--- src/rtl/format_spec_parser_unit_assert.svh ---
// Assertion macros for the format specifier parser.
`ifndef FORMAT_SPEC_PARSER_UNIT_ASSERT_SVH
`define FORMAT_SPEC_PARSER_UNIT_ASSERT_SVH

`ifndef SYNTH
// The consequent must hold in the same cycle as the antecedent.
`define FSP_ASSERT_IMPL(lbl, ck, rn, ante, cons, msg) \
	lbl: assert property (@(posedge ck) disable iff (!(rn)) (ante) |-> (cons)) \
		else $error(msg);
// The consequent must hold in the cycle after the antecedent.
`define FSP_ASSERT_NEXT(lbl, ck, rn, ante, cons, msg) \
	lbl: assert property (@(posedge ck) disable iff (!(rn)) (ante) |=> (cons)) \
		else $error(msg);
`else
`define FSP_ASSERT_IMPL(lbl, ck, rn, ante, cons, msg)
`define FSP_ASSERT_NEXT(lbl, ck, rn, ante, cons, msg)
`endif

`endif

--- src/rtl/fsp_pkg.sv ---
package fsp_pkg;

	localparam int unsigned NUM_W = 16;
	localparam logic [19:0] LIMIT_VALUE = 20'd65535;

	localparam logic [7:0] CH_NUL     = 8'h00;
	localparam logic [7:0] CH_PERCENT = 8'h25;
	localparam logic [7:0] CH_DOT     = 8'h2E;
	localparam logic [7:0] CH_MINUS   = 8'h2D;
	localparam logic [7:0] CH_PLUS    = 8'h2B;
	localparam logic [7:0] CH_HASH    = 8'h23;
	localparam logic [7:0] CH_ZERO    = 8'h30;
	localparam logic [7:0] CH_NINE    = 8'h39;

	// Bit positions in the flag vector.
	localparam int unsigned FBIT_LEFT = 0;
	localparam int unsigned FBIT_SIGN = 1;
	localparam int unsigned FBIT_ALT  = 2;
	localparam int unsigned FBIT_PAD  = 3;

	typedef enum logic [2:0] {
		PH_PERCENT = 3'd0,
		PH_FLAGS   = 3'd1,
		PH_WIDTH   = 3'd2,
		PH_PREC    = 3'd3,
		PH_DONE    = 3'd4,
		PH_ENDED   = 3'd5
	} phase_t;

	typedef enum logic [3:0] {
		CONV_NONE = 4'd0,
		CONV_D    = 4'd1,
		CONV_I    = 4'd2,
		CONV_U    = 4'd3,
		CONV_X    = 4'd4,
		CONV_XU   = 4'd5,
		CONV_O    = 4'd6,
		CONV_B    = 4'd7,
		CONV_T    = 4'd8,
		CONV_F    = 4'd9,
		CONV_E    = 4'd10,
		CONV_EU   = 4'd11,
		CONV_G    = 4'd12,
		CONV_GU   = 4'd13
	} conv_t;

	typedef struct packed {
		phase_t           phase;
		logic [3:0]       flags;
		logic [NUM_W-1:0] width_acc;
		logic [NUM_W-1:0] prec_acc;
		logic             prec_seen;
		conv_t            conv;
		logic             failed;
	} parse_state_t;

	localparam parse_state_t STATE_RESET = '{
		phase: PH_PERCENT, flags: 4'd0, width_acc: '0, prec_acc: '0,
		prec_seen: 1'b0, conv: CONV_NONE, failed: 1'b0
	};

	function automatic conv_t conv_of(input logic [7:0] c);
		conv_t k;
		unique case (c)
			8'h64:   k = CONV_D;
			8'h69:   k = CONV_I;
			8'h75:   k = CONV_U;
			8'h78:   k = CONV_X;
			8'h58:   k = CONV_XU;
			8'h6F:   k = CONV_O;
			8'h62:   k = CONV_B;
			8'h74:   k = CONV_T;
			8'h66:   k = CONV_F;
			8'h65:   k = CONV_E;
			8'h45:   k = CONV_EU;
			8'h67:   k = CONV_G;
			8'h47:   k = CONV_GU;
			default: k = CONV_NONE;
		endcase
		return k;
	endfunction

endpackage

--- src/rtl/fsp_if.sv ---
interface fsp_in_if
	import fsp_pkg::*;
	();
	logic       valid;
	logic       ready;
	logic [7:0] ch;
	logic       last;

	modport source (output valid, output ch, output last, input ready);
	modport sink (input valid, input ch, input last, output ready);
endinterface

interface fsp_out_if
	import fsp_pkg::*;
	();
	logic             valid;
	logic             ready;
	logic             valid_res;
	logic             left_align;
	logic             show_plus;
	logic             alt_form;
	logic             zero_pad;
	logic [NUM_W-1:0] field_width;
	logic             has_precision;
	logic [NUM_W-1:0] precision_value;
	logic [3:0]       conversion;

	modport source (
		output valid, output valid_res, output left_align, output show_plus,
		output alt_form, output zero_pad, output field_width, output has_precision,
		output precision_value, output conversion, input ready
	);
	modport sink (
		input valid, input valid_res, input left_align, input show_plus,
		input alt_form, input zero_pad, input field_width, input has_precision,
		input precision_value, input conversion, output ready
	);
endinterface

--- src/rtl/format_spec_parser_unit.sv ---
// A result passes through the input stage and then the output register after the item marked last is accepted.
// Throughput: one character item per cycle, save where the stall below holds a last-marked item.
// A pending result waiting on the output register stalls only the next last-marked item.
// Reset (arst_n low) clears the parse state, the input stage and the output valid at once.
`include "format_spec_parser_unit_assert.svh"

module format_spec_parser_unit
	import fsp_pkg::*;
	(
	input  logic       clk,
	input  logic       arst_n,
	fsp_in_if.sink     req,
	fsp_out_if.source  rsp
);

	logic         valid_s1;
	logic [7:0]   ch_s1;
	logic         last_s1;
	parse_state_t st_q;
	parse_state_t st_d;
	logic         out_free;
	logic         advance;
	logic         res_ok;

	logic         is_digit;
	logic [3:0]   digit;
	logic [3:0]   flag_hot;
	logic         is_flag;
	logic [19:0]  width_sum;
	logic [19:0]  prec_sum;
	conv_t        conv_k;

	assign out_free  = !rsp.valid || rsp.ready;
	assign advance   = valid_s1 && (!last_s1 || out_free);
	assign req.ready = !valid_s1 || advance;

	always_ff @(posedge clk or negedge arst_n) begin
		if (!arst_n) begin
			valid_s1 <= 1'b0;
		end else if (req.ready) begin
			valid_s1 <= req.valid;
		end
	end

	always_ff @(posedge clk) begin
		if (req.valid && req.ready) begin
			ch_s1   <= req.ch;
			last_s1 <= req.last;
		end
	end

	assign is_digit  = (ch_s1 >= CH_ZERO) && (ch_s1 <= CH_NINE);
	assign digit     = ch_s1[3:0];
	assign flag_hot  = {ch_s1 == CH_ZERO, ch_s1 == CH_HASH, ch_s1 == CH_PLUS, ch_s1 == CH_MINUS};
	assign is_flag   = |flag_hot;
	assign width_sum = {1'b0, st_q.width_acc, 3'b000} + {3'b000, st_q.width_acc, 1'b0}
		+ {16'd0, digit};
	assign prec_sum  = {1'b0, st_q.prec_acc, 3'b000} + {3'b000, st_q.prec_acc, 1'b0}
		+ {16'd0, digit};
	assign conv_k    = conv_of(ch_s1);

	// Consume the character held in the input stage.
	always_comb begin
		st_d = st_q;
		if (!st_q.failed) begin
			unique case (st_q.phase)
				PH_PERCENT: begin
					if (ch_s1 == CH_PERCENT) st_d.phase = PH_FLAGS;
					else st_d.failed = 1'b1;
				end
				PH_FLAGS: begin
					priority if (is_flag) begin
						if (|(st_q.flags & flag_hot)) st_d.failed = 1'b1;
						else st_d.flags = st_q.flags | flag_hot;
					end else if (is_digit) begin
						st_d.width_acc = {{(NUM_W-4){1'b0}}, digit};
						st_d.phase     = PH_WIDTH;
					end else if (ch_s1 == CH_DOT) begin
						st_d.prec_seen = 1'b1;
						st_d.phase     = PH_PREC;
					end else if (conv_k == CONV_NONE) begin
						st_d.failed = 1'b1;
					end else begin
						st_d.conv  = conv_k;
						st_d.phase = PH_DONE;
					end
				end
				PH_WIDTH: begin
					priority if (is_digit) begin
						if (width_sum > LIMIT_VALUE) st_d.failed = 1'b1;
						else st_d.width_acc = width_sum[NUM_W-1:0];
					end else if (ch_s1 == CH_DOT) begin
						st_d.prec_seen = 1'b1;
						st_d.phase     = PH_PREC;
					end else if (conv_k == CONV_NONE) begin
						st_d.failed = 1'b1;
					end else begin
						st_d.conv  = conv_k;
						st_d.phase = PH_DONE;
					end
				end
				PH_PREC: begin
					priority if (is_digit) begin
						if (prec_sum > LIMIT_VALUE) st_d.failed = 1'b1;
						else st_d.prec_acc = prec_sum[NUM_W-1:0];
					end else if (conv_k == CONV_NONE) begin
						st_d.failed = 1'b1;
					end else begin
						st_d.conv  = conv_k;
						st_d.phase = PH_DONE;
					end
				end
				PH_DONE: begin
					if (ch_s1 == CH_NUL) st_d.phase = PH_ENDED;
					else st_d.failed = 1'b1;
				end
				PH_ENDED: begin
					st_d = st_q;
				end
				default: begin
					st_d.failed = 1'b1;
				end
			endcase
		end
	end

	// The end of the item acts as a terminator: only a finished conversion survives it.
	assign res_ok = !st_d.failed && (st_d.phase == PH_DONE || st_d.phase == PH_ENDED);

	always_ff @(posedge clk or negedge arst_n) begin
		if (!arst_n) begin
			st_q <= STATE_RESET;
		end else if (advance) begin
			st_q <= last_s1 ? STATE_RESET : st_d;
		end
	end

	always_ff @(posedge clk or negedge arst_n) begin
		if (!arst_n) begin
			rsp.valid <= 1'b0;
		end else if (advance && last_s1) begin
			rsp.valid <= 1'b1;
		end else if (rsp.ready) begin
			rsp.valid <= 1'b0;
		end
	end

	always_ff @(posedge clk) begin
		if (advance && last_s1) begin
			rsp.valid_res       <= res_ok;
			rsp.left_align      <= res_ok && st_d.flags[FBIT_LEFT];
			rsp.show_plus       <= res_ok && st_d.flags[FBIT_SIGN];
			rsp.alt_form        <= res_ok && st_d.flags[FBIT_ALT];
			rsp.zero_pad        <= res_ok && st_d.flags[FBIT_PAD];
			rsp.field_width     <= res_ok ? st_d.width_acc : '0;
			rsp.has_precision   <= res_ok && st_d.prec_seen;
			rsp.precision_value <= res_ok ? st_d.prec_acc : '0;
			rsp.conversion      <= res_ok ? st_d.conv : CONV_NONE;
		end
	end

	`FSP_ASSERT_IMPL(a_invalid_zero, clk, arst_n, rsp.valid && !rsp.valid_res,
		rsp.field_width == '0 && rsp.precision_value == '0 && rsp.conversion == CONV_NONE
		&& !rsp.left_align && !rsp.show_plus && !rsp.alt_form && !rsp.zero_pad
		&& !rsp.has_precision, "invalid result carries nonzero fields")
	`FSP_ASSERT_IMPL(a_valid_conv, clk, arst_n, rsp.valid && rsp.valid_res,
		rsp.conversion != CONV_NONE, "valid result without a conversion letter")
	`FSP_ASSERT_IMPL(a_prec_absent, clk, arst_n, rsp.valid && !rsp.has_precision,
		rsp.precision_value == '0, "precision value without a precision part")
	`FSP_ASSERT_NEXT(a_state_clear, clk, arst_n, advance && last_s1,
		st_q == STATE_RESET && rsp.valid, "state not cleared after the last character")

endmodule

--- src/flat_wrapper.sv ---
// flat-port wrapper written by rule: the top's interface ports become plain ports
module format_spec_parser_unit_flat import fsp_pkg::*;
  (clk, arst_n, req_valid, req_ch, req_last, req_ready, rsp_valid, rsp_valid_res, rsp_left_align, rsp_show_plus, rsp_alt_form, rsp_zero_pad, rsp_field_width, rsp_has_precision, rsp_precision_value, rsp_conversion, rsp_ready);
  fsp_in_if req_i ();
  fsp_out_if rsp_i ();
  input  logic clk;
  input  logic arst_n;
  input wire logic [$bits(req_i.valid)-1:0] req_valid;
  input wire logic [$bits(req_i.ch)-1:0] req_ch;
  input wire logic [$bits(req_i.last)-1:0] req_last;
  output wire logic [$bits(req_i.ready)-1:0] req_ready;
  output wire logic [$bits(rsp_i.valid)-1:0] rsp_valid;
  output wire logic [$bits(rsp_i.valid_res)-1:0] rsp_valid_res;
  output wire logic [$bits(rsp_i.left_align)-1:0] rsp_left_align;
  output wire logic [$bits(rsp_i.show_plus)-1:0] rsp_show_plus;
  output wire logic [$bits(rsp_i.alt_form)-1:0] rsp_alt_form;
  output wire logic [$bits(rsp_i.zero_pad)-1:0] rsp_zero_pad;
  output wire logic [$bits(rsp_i.field_width)-1:0] rsp_field_width;
  output wire logic [$bits(rsp_i.has_precision)-1:0] rsp_has_precision;
  output wire logic [$bits(rsp_i.precision_value)-1:0] rsp_precision_value;
  output wire logic [$bits(rsp_i.conversion)-1:0] rsp_conversion;
  input wire logic [$bits(rsp_i.ready)-1:0] rsp_ready;
  assign req_i.valid = req_valid;
  assign req_i.ch = req_ch;
  assign req_i.last = req_last;
  assign req_ready = req_i.ready;
  assign rsp_valid = rsp_i.valid;
  assign rsp_valid_res = rsp_i.valid_res;
  assign rsp_left_align = rsp_i.left_align;
  assign rsp_show_plus = rsp_i.show_plus;
  assign rsp_alt_form = rsp_i.alt_form;
  assign rsp_zero_pad = rsp_i.zero_pad;
  assign rsp_field_width = rsp_i.field_width;
  assign rsp_has_precision = rsp_i.has_precision;
  assign rsp_precision_value = rsp_i.precision_value;
  assign rsp_conversion = rsp_i.conversion;
  assign rsp_i.ready = rsp_ready;
  format_spec_parser_unit u_core (.clk(clk), .arst_n(arst_n), .req(req_i), .rsp(rsp_i));
endmodule
--- config.mk ---
export PLATFORM = sky130hd
export DESIGN_NAME = format_spec_parser_unit_flat
export DESIGN_NICKNAME = d
export VERILOG_FILES = /design/src/rtl/fsp_pkg.sv /design/src/rtl/fsp_if.sv /design/src/rtl/format_spec_parser_unit.sv /design/src/flat_wrapper.sv
export VERILOG_INCLUDE_DIRS = /design/src /design/src/rtl
export SDC_FILE = /design/constraint.sdc
export NUM_CORES = 1
export LEC_CHECK = 0
export ABC_AREA = 1
export CAP_MARGIN = 5
export CORE_MARGIN = 2
export CORE_UTILIZATION = 60
export CTS_CLUSTER_SIZE = 12
export DETAILED_ROUTE_END_ITERATION = 10
export DONT_BUFFER_PORTS = 1
export GPL_TIMING_DRIVEN = 1
export PLACE_DENSITY = 0.87
export SLEW_MARGIN = 20
export SYNTH_ARGS = -nofsm -noshare
export SYNTH_HDL_FRONTEND = slang
export SYNTH_SLANG_ARGS = --single-unit
--- constraint.sdc ---
create_clock -name clk -period 7.5 [get_ports clk]
set_input_delay 0.375 -clock clk [delete_from_list [all_inputs] [get_ports clk]]
set_output_delay 0.375 -clock clk [all_outputs]
set_load 0.02 [all_outputs]
== Yosys cells after proc, flatten, opt, wreduce, memory -nomap -nowiden ==
Cells that the tools add are included.

* Add/subtract/negate cells: 4
* Order comparisons: 4
* Equal/unequal tests: 26
* Muxes and demuxes: 44
* Bitwise logic cells: 2
* Reductions and logical operators: 24

{| class="wikitable"
|+ Operators by type and width
! operator !! count
|-
| 16-bit 2-to-1 mux || 7
|-
| 8-bit by 7-bit == test with 1-bit output, second input constant || 13
|-
| 45-bit 2-to-1 mux || 2
|-
| 4-bit case mux with 13 select lines || 1
|-
| 8-bit by 6-bit == test with 1-bit output, second input constant || 6
|-
| 19-bit by 17-bit adder with 20-bit output || 2
|-
| 20-bit by 4-bit adder with 20-bit output || 2
|-
| 20-bit by 16-bit > comparator with 1-bit output, second input constant || 2
|-
| 16-bit case mux with 2 select lines || 1
|-
| 3-bit 2-to-1 mux || 8
|-
| 4-bit 2-to-1 mux || 5
|-
| 5-bit 2-to-1 mux || 3
|-
| 3-bit case mux with 5 select lines || 1
|-
| 3-bit == test, second input constant || 4
|-
| 1-bit 2-to-1 mux || 12
|-
| 4-bit case mux with 3 select lines || 1
|-
| 1-bit logical AND || 10
|-
| 8-bit by 6-bit greater-or-equal comparator with 1-bit output, second input constant || 1
|-
| 8-bit by 6-bit <= comparator with 1-bit output, second input constant || 1
|-
| 8-bit logical NOT || 1
|-
| 4-bit OR reduction || 2
|-
| 3-bit by 2-bit == test with 1-bit output, second input constant || 2
|-
| 6-bit 2-to-1 mux || 1
|-
| 1-bit case mux with 6 select lines || 1
|-
| 9 further kinds || 15
|}

* Register bits: 98
* Input port bits: 13
* Logic and storage cells: 124

== Longest topological paths before layout ==
Gate-level depths: netlist (run 1).

* Word-level depth: 13
* Gate-level depth with buffers: 21

== Worst setup path before layout (run 1) ==
No wires, ideal clock.

* Path kind: flip-flop to flip-flop
* Start point: reg u_core.ch_s1[3]
* End point: reg u_core.rsp.precision_value[0], data pin
* Setup time: 255 ps
* Arrival time: 2862 ps
* Required time: 7245 ps
* Slack: 4383 ps
* Stages on the path, launching flop included: 15
* Period minus slack after synthesis: 3117 ps
* Cells stage by stage: edfxtp_1 > fa_1 > fa_1 > nand3_1 > nand2_1 > a21oi_2 > nand2b_1 > nand2_1 > nand2_1 > nand3_1 > nor2_4 > nand3_4 > buf_6 > o21ai_2 > nor2_2

* Cells in the longest elaborated chain, start to end: 12
* Elaborated cells between the ends (all ways): 62
* Classes of those cells: add/sub: 2; order compare: 4; eq/ne: 21; mux: 26; bitwise: 1; reduce/logical: 8

{| class="wikitable"
|+ RTL lines
! item !! line !! source
|-
| start: declaration || format_spec_parser_unit.sv:17 || <nowiki>logic [7:0] ch_s1;</nowiki>
|-
| start signal: assignment || format_spec_parser_unit.sv:47 || <nowiki>ch_s1 <= req.ch;</nowiki>
|-
| parallel branches: the longest is 8 deep, another holds 20-bit by 4-bit adder with 20-bit output || - ||
|-
| 45-bit 2-to-1 mux * || format_spec_parser_unit.sv:65 || <nowiki>if (!st_q.failed) begin</nowiki>
|-
| 3-bit == test || format_spec_parser_unit.sv:128 || <nowiki>assign res_ok = !st_d.failed && (st_d.phase == PH_DONE || st_d.phase == PH_ENDED);</nowiki>
|-
| 1-bit logical OR || format_spec_parser_unit.sv:128 ||
|-
| 1-bit logical AND || format_spec_parser_unit.sv:128 ||
|-
| end signal: assignment || format_spec_parser_unit.sv:157 || <nowiki>rsp.precision_value <= res_ok ? st_d.prec_acc : '0;</nowiki>
|-
| end: declaration || fsp_if.sv:31 || <nowiki>output precision_value, output conversion, input ready</nowiki>
|}

Mark *: on every way between the ends.
A chain may end at the register's enable or synchronous reset.

== Final worst setup path (run 1) ==
* Start point: reg u_core.ch_s1[3]
* End point: reg u_core.rsp.field_width[0], data pin

* Cells in the longest elaborated chain, start to end: 12
* Elaborated cells between the ends (all ways): 64
* Classes of those cells: add/sub: 2; order compare: 4; eq/ne: 21; mux: 28; bitwise: 1; reduce/logical: 8

{| class="wikitable"
|+ RTL lines
! item !! line !! source
|-
| parallel branches: the longest is 8 deep, another holds 20-bit by 4-bit adder with 20-bit output || - ||
|-
| 45-bit 2-to-1 mux * || format_spec_parser_unit.sv:65 ||
|-
| 3-bit == test || format_spec_parser_unit.sv:128 ||
|-
| 1-bit logical OR || format_spec_parser_unit.sv:128 ||
|-
| 1-bit logical AND || format_spec_parser_unit.sv:128 ||
|-
| end signal: assignment || format_spec_parser_unit.sv:155 || <nowiki>rsp.field_width <= res_ok ? st_d.width_acc : '0;</nowiki>
|-
| end: declaration || fsp_if.sv:30 || <nowiki>output alt_form, output zero_pad, output field_width, output has_precision,</nowiki>
|}

Marked as above.

==> impl_metrics.ini, run 1 <==
[status]
status = finished clean

[setup_path]
r2r_setup_slack_ps = 3730
start_kind = flop
arrival_ps = 3950
crit_fanout = 42
crit_path_end_kind = flop
worst-setup-path-type = flop to flop
required_ps = 7690

[synthesis]
synth.area.top_cells = edfxtp_1, dfrtp_1, nand2_1
ys_seq_elements = 98
yosysWarnings = 0
netlist_area_um2 = 7670
yosysUniqueCellTypes = 45
synth.net_count = 1083
synth.top_cell.area_share_pct = 20.0
synth.largest_area_cell = edfxtp_1
synthCells = 1004
ys_seq_area_share_pct = 35.3
syn_area_per_cell_um2 = 7.64

[sta]
fin_tns_setup_ps = 0
max_freq_mhz = 265
worst_pin_slew_ps = 1040
rsz0062_at_grt = no
finalCriticalPeriod_ps = 3770
period_share_pct = 50.2
drv_slew = 0
slew_headroom_pct = 30.6
setup_viol = 0
hold_viol = 0
clock_skew_ps = 10.1

[power]
combPwrFrac_pct = 12.5
p_sw_share_pct = 28.8
leakage_nw = 3.98
p_int_w = 0.000842
power_frac_clock_pct = 35.1
peakVddDrop_mv = 0.124
power.switching_w = 0.000341
powerDensity_nw_per_um2 = 147
power_frac_seq_pct = 52.3

[routing]
vias = 6786
postRouteAntennaNets = 0
first_pass_iters = 6
drc = 0
via_per_inst = 5.79
first_iter_violations = 648
wirelength_mm = 18.4
post_drt_wl_per_cell_um = 15.7

[clocking]
cts.sinks = 98
htree_levels = 3
cts-buffers-inserted = 9
cts.clk_slew.worst_paths_ps = 70
ctsLongestPathBuffers = 2
clock_latency_ps = 350
cts_root_buffer = clkbuf_16
cts_tree = done
post_cts_buffers = 0
cts_resized = 0

[placed_design]
port_buffers = 0
dpl_cell_area_um2 = 7760
dp.cells = 1156
gp_congestion = 0.984
dp_hpwl_mm = 13.3

[grt]
antenna_found_initial = 0
grtUsageMet2_pct = 45.5
track_usage_pct = 27.5
grtUsageMet3_pct = 4.12
grt_first_pass_wirelength_mm = 29.8
grt_pass1_vias = 6149
grtUsageMet1_pct = 36.0
overflow = 0
grt_max_degree = 48
busiest_layer = met2

[floorplanning]
die_y_um = 117
design.die.area_um2 = 13700
start_util_pct = 61.0
coreArea_um2 = 12600
die_w_um = 117
placementRows = 41
ios = 57

[finish]
fin_area_um2 = 8050
stdcell_count = 1173
layout-drive-gt1-share_pct = 12.3
n_antenna_cell = 0
nNetsFinal = 1076
area_growth_syn_to_layout_pct = 5.06
fin_util_pct = 64.1

[worst_hold_path]
worstHoldPathType = input pin to flop

[job]
cap_violations = 0
cells by family (layout without fill, tap and decap cells):
| kind of cell | after synthesis | after routing | synth area share (%) |
|---|---|---|---|
| and+or+nand+nor | 548 | 548 | 32.7 |
| xor gates and xnor gates | 20 | 20 | 2.28 |
| DFF | 98 | 98 | 35.3 |
| AOI/OAI and AO/OA | 130 | 130 | 10.8 |
| buffers and inverters | 142 | 139 | 7.70 |
| adders and majority gates | 66 | 66 | 11.2 |
final timing paths:
kind / from / endpoint / cells past startpoint
max in group asynchronous: arst_n / u_core.st_q[5] / 2
worst max-delay path: u_core.ch_s1[3] / u_core.rsp.field_width[0] / 17
worst min-delay path: req_ch[0] / u_core.ch_s1[0] / 0
min in group asynchronous: arst_n / u_core.st_q[42] / 2
worst max register to register: u_core.ch_s1[3] / u_core.rsp.field_width[0] / 17
worst min register to register: u_core.st_q[2] / u_core.st_q[2] / 2
layer usage:
metal / wire, µm / up-vias / part of all wire, %
met4: 562 / 0 / 3.0
met2: 8910 / 282 / 48
met5: 0 / - / 0
li1: - / 3332 / -
met1: 7780 / 3123 / 42
met3: 1190 / 49 / 6.4
per-stage QoR:
step / hold WS, ps / setup WS [ps] / total power, W
4_1_cts: 117 / 3770 / 0.00118
2_1_floorplan: 79.4 / 4380 / 0.000730
6_report: 118 / 3730 / 0.00118
3_3_place_gp: 80.6 / 3890 / 0.000761
5_1_grt: 117 / 3490 / 0.00122
3_5_place_dp: 80.5 / 3800 / 0.000765
cells in the final DEF (no fill, tap or decap), types with 23 or more instances in the layout:
cell,Yosys,final
nor2_2,30,30
nor2_1,58,58
inv_1,103,102
dfrtp_1,47,47
nand2_1,311,311
a21oi_1,36,36
o21ai_0,27,27
ha_1,62,62
nand3_1,70,70
edfxtp_1,51,51
nand4_1,23,23
critical path, cell delays in order, from the launching register on:
cell and delay, ps:
edfxtp_1 650, fa_1 550, fa_1 500, nand3_1 110, nand3_1 100, nand2_1 100
nand2_1 80, nand2_1 90, nand2_1 50, nand2_1 80, nand3_1 120, nor2_4 220
inv_2 50, nand3_2 60, nand2_2 80, nor2_4 120, nand2_4 390, a21oi_1 270
state kept, by name (all words and copies together), names as in the netlist:
register / cells
u_core.rsp.alt_form: 1
u_core.rsp.left_align: 1
u_core.rsp.show_plus: 1
u_core.rsp.has_precision: 1
u_core.rsp.precision_value: 16
u_core.last_s1: 1
u_core.rsp.zero_pad: 1
u_core.ch_s1: 8
u_core.valid_s1: 1
u_core.rsp.valid: 1
u_core.rsp.field_width: 16
u_core.rsp.valid_res: 1
u_core.rsp.conversion: 4
u_core.st_q: 45
timing repair:
action / in CTS / in global routing
setup endpoints to repair: 0 / 0
hold endpoints to repair: 47 / 0
hold buffers: 2 / 0
Yosys cell counts, drive strengths merged:
cell type  instances
fa                 4
o21a               1
o211ai             5
nand2            321
nor3b              2
a21o               2
inv              119
nor2              95
o21bai             3
nand3             78
xor2              11
a32oi              1
clkbuf            11
edfxtp            51
xnor2              9
a21boi             1
a31oi              4
a211oi             1
ha                62
clkinv             1
nor4               2
nand3b             3
dfrtp             47
a41oi              1
nor3              22
nand2b             1
nand4             23
o21ai             42
o31ai              1
or3                1
buf               11
o22ai             13
a21oi             55
power groups by stage:
stage	registers [W]	clock network (W)	logic, W
final	0.000619	0.000415	0.000148
after global routing	0.000621	0.000440	0.000164
after CTS	0.000618	0.000416	0.000145
after detailed placement	0.000629	0	0.000136
after global placement	0.000629	0	0.000132
after floorplan	0.000623	0	0.000107
cell type report:
class                      count  area (µm²)
fill                        1001        4510
inverter                     120         450
multi-input combinational    764        4370
clock inverter                 3        17.5
clock buffer                  12         236
tap                          172         215
timing repair buffer           4        52.6
sequential                    98        2710
No activity file was read; power rests on OpenSTA's default activity.
==> run 2: changes to the inputs <==
==> constraint.sdc (replaced) <==
create_clock -name clk -period 3.7 [get_ports clk]
set_input_delay 0.185 -clock clk [delete_from_list [all_inputs] [get_ports clk]]
set_output_delay 0.185 -clock clk [all_outputs]
set_load 0.02 [all_outputs]
==> run 2 against run 1 <==
Compared with the run above:
- design area increased by 2.4%
- via count is 1.4% higher
- first-iteration DRC count rose by 18%
- critical path depth up 1
- maximum frequency up 7.6%
- non-clock buffer count up 19
- clock-buffer cell count unchanged
- setup slack got worse by 3500 ps
- critical path type unchanged
- critical endpoint is now u_core.rsp.field_width[15]
==> impl_metrics.ini, run 2 (synthesis gave the netlist of run 1 again) <==
[clocking]
ctsLongestPathBuffers = 2
cts.clk_slew.worst_paths_ps = 70
cts.sinks = 98
cts-buffers-inserted = 9
cts_resized = 0
post_cts_buffers = 0
holdBufCountCts = 12
clock_latency_ps = 350
cts_root_buffer = clkbuf_16
htree_levels = 3
cts_tree = done

[grt]
grt_max_degree = 48
overflow = 0
track_usage_pct = 28.0
grt_pass1_vias = 6318
antenna_found_initial = 0
grt_first_pass_wirelength_mm = 30.3

[finish]
nNetsFinal = 1095
largest_reg_flops = 45
layout_commonest_cell = nand2_1
largest-register = u_core.st_q
top_regs = u_core.st_q (45), u_core.rsp.field_width (16), u_core.rsp.precision_value (16)
final_cell_mix = nand2_1, inv_1, nand3_1, ha_1, nor2_1
layout-drive-gt1-share_pct = 13.1
n_antenna_cell = 0
nFillCells = 1017
area_growth_syn_to_layout_pct = 7.57
stdcell_count = 1193

[sta]
clock_skew_ps = 11.0
hold_viol = 0
rsz0062_at_grt = no
fin_tns_setup_ps = 0
max_freq_mhz = 286
finalCriticalPeriod_ps = 3500
drv_slew = 0
worst_pin_slew_ps = 778
period_share_pct = 94.6
setup_viol = 0
slew_headroom_pct = 48.1

[routing]
wirelength_mm = 18.6
via_per_inst = 5.77
first_pass_iters = 7
vias = 6882
postRouteAntennaNets = 0
post_drt_wl_per_cell_um = 15.5
drc = 0
first_iter_violations = 766

[setup_path]
required_ps = 3850
crit_fanout = 16
arrival_ps = 3650
start_kind = flop
crit_path_end_kind = flop
crit_top_cell = nand2_1
r2r.worst_path.cells = 18
crit_slowest_cell = edfxtp_1
slowest_delay_ps = 520
worst-setup-path-type = flop to flop
worstPathCellList = ha_1 > ha_1 > fa_1 > nand3_1 > nand3_1 > nand2_1 > nand2_1 > nand2_1 > nand2_1 > nand2_1 > nand2_1 > nor2_4 > nand3_4 > nand2_1 > nand3_1 > nand2_1 > nand2_1 > a21oi_1

[power]
powerDensity_nw_per_um2 = 298
peakVddDrop_mv = 0.225
leakage_nw = 4.09

[floorplanning]
ios = 57
design.die.area_um2 = 13700
placementRows = 41
die_y_um = 117
start_util_pct = 61.0
coreArea_um2 = 12600
die_w_um = 117

[placed_design]
dp_hpwl_mm = 13.4
port_buffers = 0
dp.cells = 1165
gp_congestion = 0.957

[worst_hold_path]
whs_path_depth = 3
worstHoldPathType = input pin to flop

[job]
cap_violations = 0

[status]
status = finished clean
run 2: changes by cell type in the layout (fill, tap and decap cells not counted), sizes merged:
cell,before,now
dlygate4sd3,1,11
buf,3,12
inv,119,120
run 2: worst max-delay path, delay by kind of cell (launching register included):
kind / cells / cell delay, ps
AND/OR/NAND/NOR: 14 / 1440
adder cells (fa/ha/maj): 3 / 1020
flip-flops: 1 / 520
AO/OA/AOI/OAI: 1 / 310
run 2: power by group:
part	total, W	switching (W)	internal [W]
sequential	0.00125	0.0000621	0.00119
combinational	0.000320	0.000240	0.0000799
clock	0.000887	0.000411	0.000475
total	0.00246	0.000714	0.00174
run 2: layout make-up:
type	instances	area, µm²	share of cell area, %
Clock buffer	12	246	2.99
Clock inverter	4	26.3	0.319
Inverter	120	450	5.46
Multi-Input combinational cell	764	4370	53.0
Sequential cell	98	2710	32.8
Tap cell	172	215	2.61
Timing Repair Buffer	23	233	2.82
run 2: layer usage:
metal	up-vias	track usage (%)	part of all wire (%)
met5	-	0	0
met4	0	13.0	3.7
met3	63	4.02	6.7
met2	291	45.9	47
met1	3160	36.8	42
li1	3368	-	-
run 2: through the flow:
stage | worst slack [ps] | cell area (µm²) | hold WS [ps] | util, % | power [W]
after floorplan | 583 | 7670 | -111 | - | 0.00148
after global placement | 360 | 7840 | -109 | 62.3 | 0.00155
after detailed placement | 261 | 7840 | -109 | 62.3 | 0.00156
after CTS | 252 | 8250 | 11.4 | 65.6 | 0.00245
after global routing | 3.95 | 8250 | 58.7 | 65.6 | 0.00254
final | 199 | 8250 | 15.7 | 65.6 | 0.00246
run 2: path summary, 6_finish.rpt:
path	from	endpoint	slack [ps]
min in group asynchronous	arst_n	u_core.st_q[42]	400
hold reg to reg	u_core.st_q[3]	u_core.st_q[3]	500
hold / removal	rsp_ready	u_core.rsp.valid	20
max in group asynchronous	arst_n	u_core.st_q[22]	3060
setup / recovery	u_core.ch_s1[2]	u_core.rsp.field_width[15]	200
setup reg to reg	u_core.ch_s1[2]	u_core.rsp.field_width[15]	200
==> run 3: changes to the inputs <==
--- a/config.mk
+++ b/config.mk
@@ -8,7 +8,7 @@
 export LEC_CHECK = 0
 export ABC_AREA = 1
 export CAP_MARGIN = 5
-export CORE_MARGIN = 2
+export CORE_MARGIN = 3
 export CORE_UTILIZATION = 60
 export CTS_CLUSTER_SIZE = 12
 export DETAILED_ROUTE_END_ITERATION = 10
==> run 3 against run 2 <==
Compared with the run above:
- non-clock buffer count is 1 lower
- maximum frequency is 0.22% lower
- clock-buffer cell count is 2 lower
- setup slack worse by 7.9 ps
- wire length is 2.5% higher
- clock skew hardly changed
- utilization is 1.5 points higher
- clock power is 2% lower
==> impl_metrics.ini, run 3 (synthesis gave the netlist of run 1 again) <==
[clocking]
cts.clk_slew.worst_paths_ps = 70
clock_latency_ps = 350
cts_root_buffer = clkbuf_16
cts_resized = 0
htree_levels = 3
cts_tree = done
holdBufCountCts = 12
cts-buffers-inserted = 9
post_cts_buffers = 0
ctsLongestPathBuffers = 2
cts.sinks = 98

[placed_design]
port_buffers = 0
dp_hpwl_mm = 13.6
gp_congestion = 0.950
dp.cells = 1160

[routing]
first_pass_iters = 6
vias = 6923
drc = 0
post_drt_wl_per_cell_um = 16.0
first_iter_violations = 714
wirelength_mm = 19.0
via_per_inst = 5.83
postRouteAntennaNets = 0

[setup_path]
crit_path_end_kind = flop
r2r_setup_slack_ps = 190
worstPathCellList = fa_1 > fa_1 > nand3_1 > nand3_1 > nand2_1 > nand2_1 > nand2_1 > nand2_1 > nand2_1 > nand3_1 > nor2_4 > inv_2 > nand3_2 > nand2_2 > nor2_4 > nand2_4 > buf_4 > a21oi_2
crit_top_cell = nand2_1
rr_endpoint = u_core.rsp.field_width[12]
reg2reg_from = u_core.st_q[22]
start_kind = flop
crit_family = simple AND/OR/NAND/NOR gates
crit_fanout = 15
arrival_ps = 3720
r2r.worst_path.cells = 18
required_ps = 3910
worst-setup-path-type = flop to flop
path_buf_inv = 2
crit_slowest_cell = fa_1
slowest_delay_ps = 560

[status]
status = finished clean

[worst_hold_path]
min_to = u_core.rsp.valid
hold_start = rsp_ready
worstHoldPathType = input pin to flop
whs_path_depth = 3

[grt]
track_usage_pct = 27.3
grt_max_degree = 48
grt_first_pass_wirelength_mm = 31.5
overflow = 0
grt_pass1_vias = 6527
antenna_found_initial = 0

[sta]
clock_skew_ps = 11.1
drv_slew = 0
setup_viol = 0
finalCriticalPeriod_ps = 3510
fin_tns_setup_ps = 0
rsz0062_at_grt = no
hold_ws_ps = 22.4
slew_headroom_pct = 36.7
hold_viol = 0
max_freq_mhz = 285
period_share_pct = 94.8
worst_pin_slew_ps = 947

[floorplanning]
start_util_pct = 62.5
design.die.area_um2 = 14200
placementRows = 40
die_w_um = 119
die_y_um = 119
ios = 57
coreArea_um2 = 12300

[power]
combPwrFrac_pct = 13.2
p_sw_share_pct = 29.4
p_int_w = 0.00173
power_frac_clock_pct = 35.7
power_frac_seq_pct = 51.1
peakVddDrop_mv = 0.217
leakage_nw = 4.09
powerDensity_nw_per_um2 = 297
power.switching_w = 0.000719

[finish]
largest_reg_flops = 45
layout-drive-gt1-share_pct = 13.1
n_antenna_cell = 0
area_growth_syn_to_layout_pct = 7.38
nNetsFinal = 1094
stdcell_count = 1188
top_regs = u_core.st_q (45), u_core.rsp.field_width (16), u_core.rsp.precision_value (16)
final_cell_mix = nand2_1, inv_1, nand3_1, ha_1, nor2_1
nFillCells = 990
largest-register = u_core.st_q
layout_commonest_cell = nand2_1

[job]
cap_violations = 0
==> run 3: cell type report <==
| class | count | area, µm² | area share [%] |
|---|---|---|---|
| Clock buffer | 10 | 229 | 2.78 |
| Clock inverter | 6 | 41.3 | 0.502 |
| Inverter | 120 | 450 | 5.47 |
| Multi-Input combinational cell | 764 | 4370 | 53.1 |
| Sequential cell | 98 | 2710 | 32.9 |
| Tap cell | 168 | 210 | 2.55 |
| Timing Repair Buffer | 22 | 225 | 2.74 |
==> run 3: worst max-delay path by stage <==
stage / to / start / depth (start not counted)
6_report: u_core.rsp.field_width[12] / u_core.st_q[22] / 18
5_1_grt: u_core.rsp.field_width[12] / u_core.st_q[22] / 18
4_1_cts: u_core.rsp.field_width[12] / u_core.st_q[22] / 18
3_5_place_dp: u_core.rsp.field_width[12] / u_core.st_q[22] / 18
3_3_place_gp: u_core.rsp.field_width[10] / u_core.st_q[22] / 18
2_1_floorplan: u_core.rsp.precision_value[0] / u_core.ch_s1[3] / 14
==> run 3: stage by stage <==
stage | utilization [%] | setup WS (ps) | power (W) | cell area (µm²)
2_1_floorplan | - | 583 | 0.00148 | 7670
3_3_place_gp | 63.8 | 393 | 0.00155 | 7820
3_5_place_dp | 63.8 | 274 | 0.00156 | 7820
4_1_cts | 67.1 | 239 | 0.00244 | 8230
5_1_grt | 67.1 | 33.3 | 0.00253 | 8230
6_report | 67.1 | 191 | 0.00245 | 8230
==> run 3: metal layers <==
layer | up-vias | track usage [%] | share of wire [%]
met5 | - | 0 | 0
met1 | 3180 | 35.0 | 41
met3 | 63 | 4.04 | 7.1
li1 | 3367 | - | -
met4 | 0 | 10.9 | 3.0
met2 | 313 | 46.4 | 49
==> run 3: power groups by stage <==
stage,clock (W),sequential (W),combinational (W)
final,0.000873,0.00125,0.000322
after global routing,0.000921,0.00125,0.000353
after CTS,0.000877,0.00125,0.000313
after detailed placement,0,0.00127,0.000286
after global placement,0,0.00127,0.000282
after floorplan,0,0.00126,0.000217
==> run 3: tightest hold or removal path: cells and delay by family <==
family | cells | cell delay (ps)
and+or+nand+nor | 2 | 100
buffers and inverters | 1 | 50
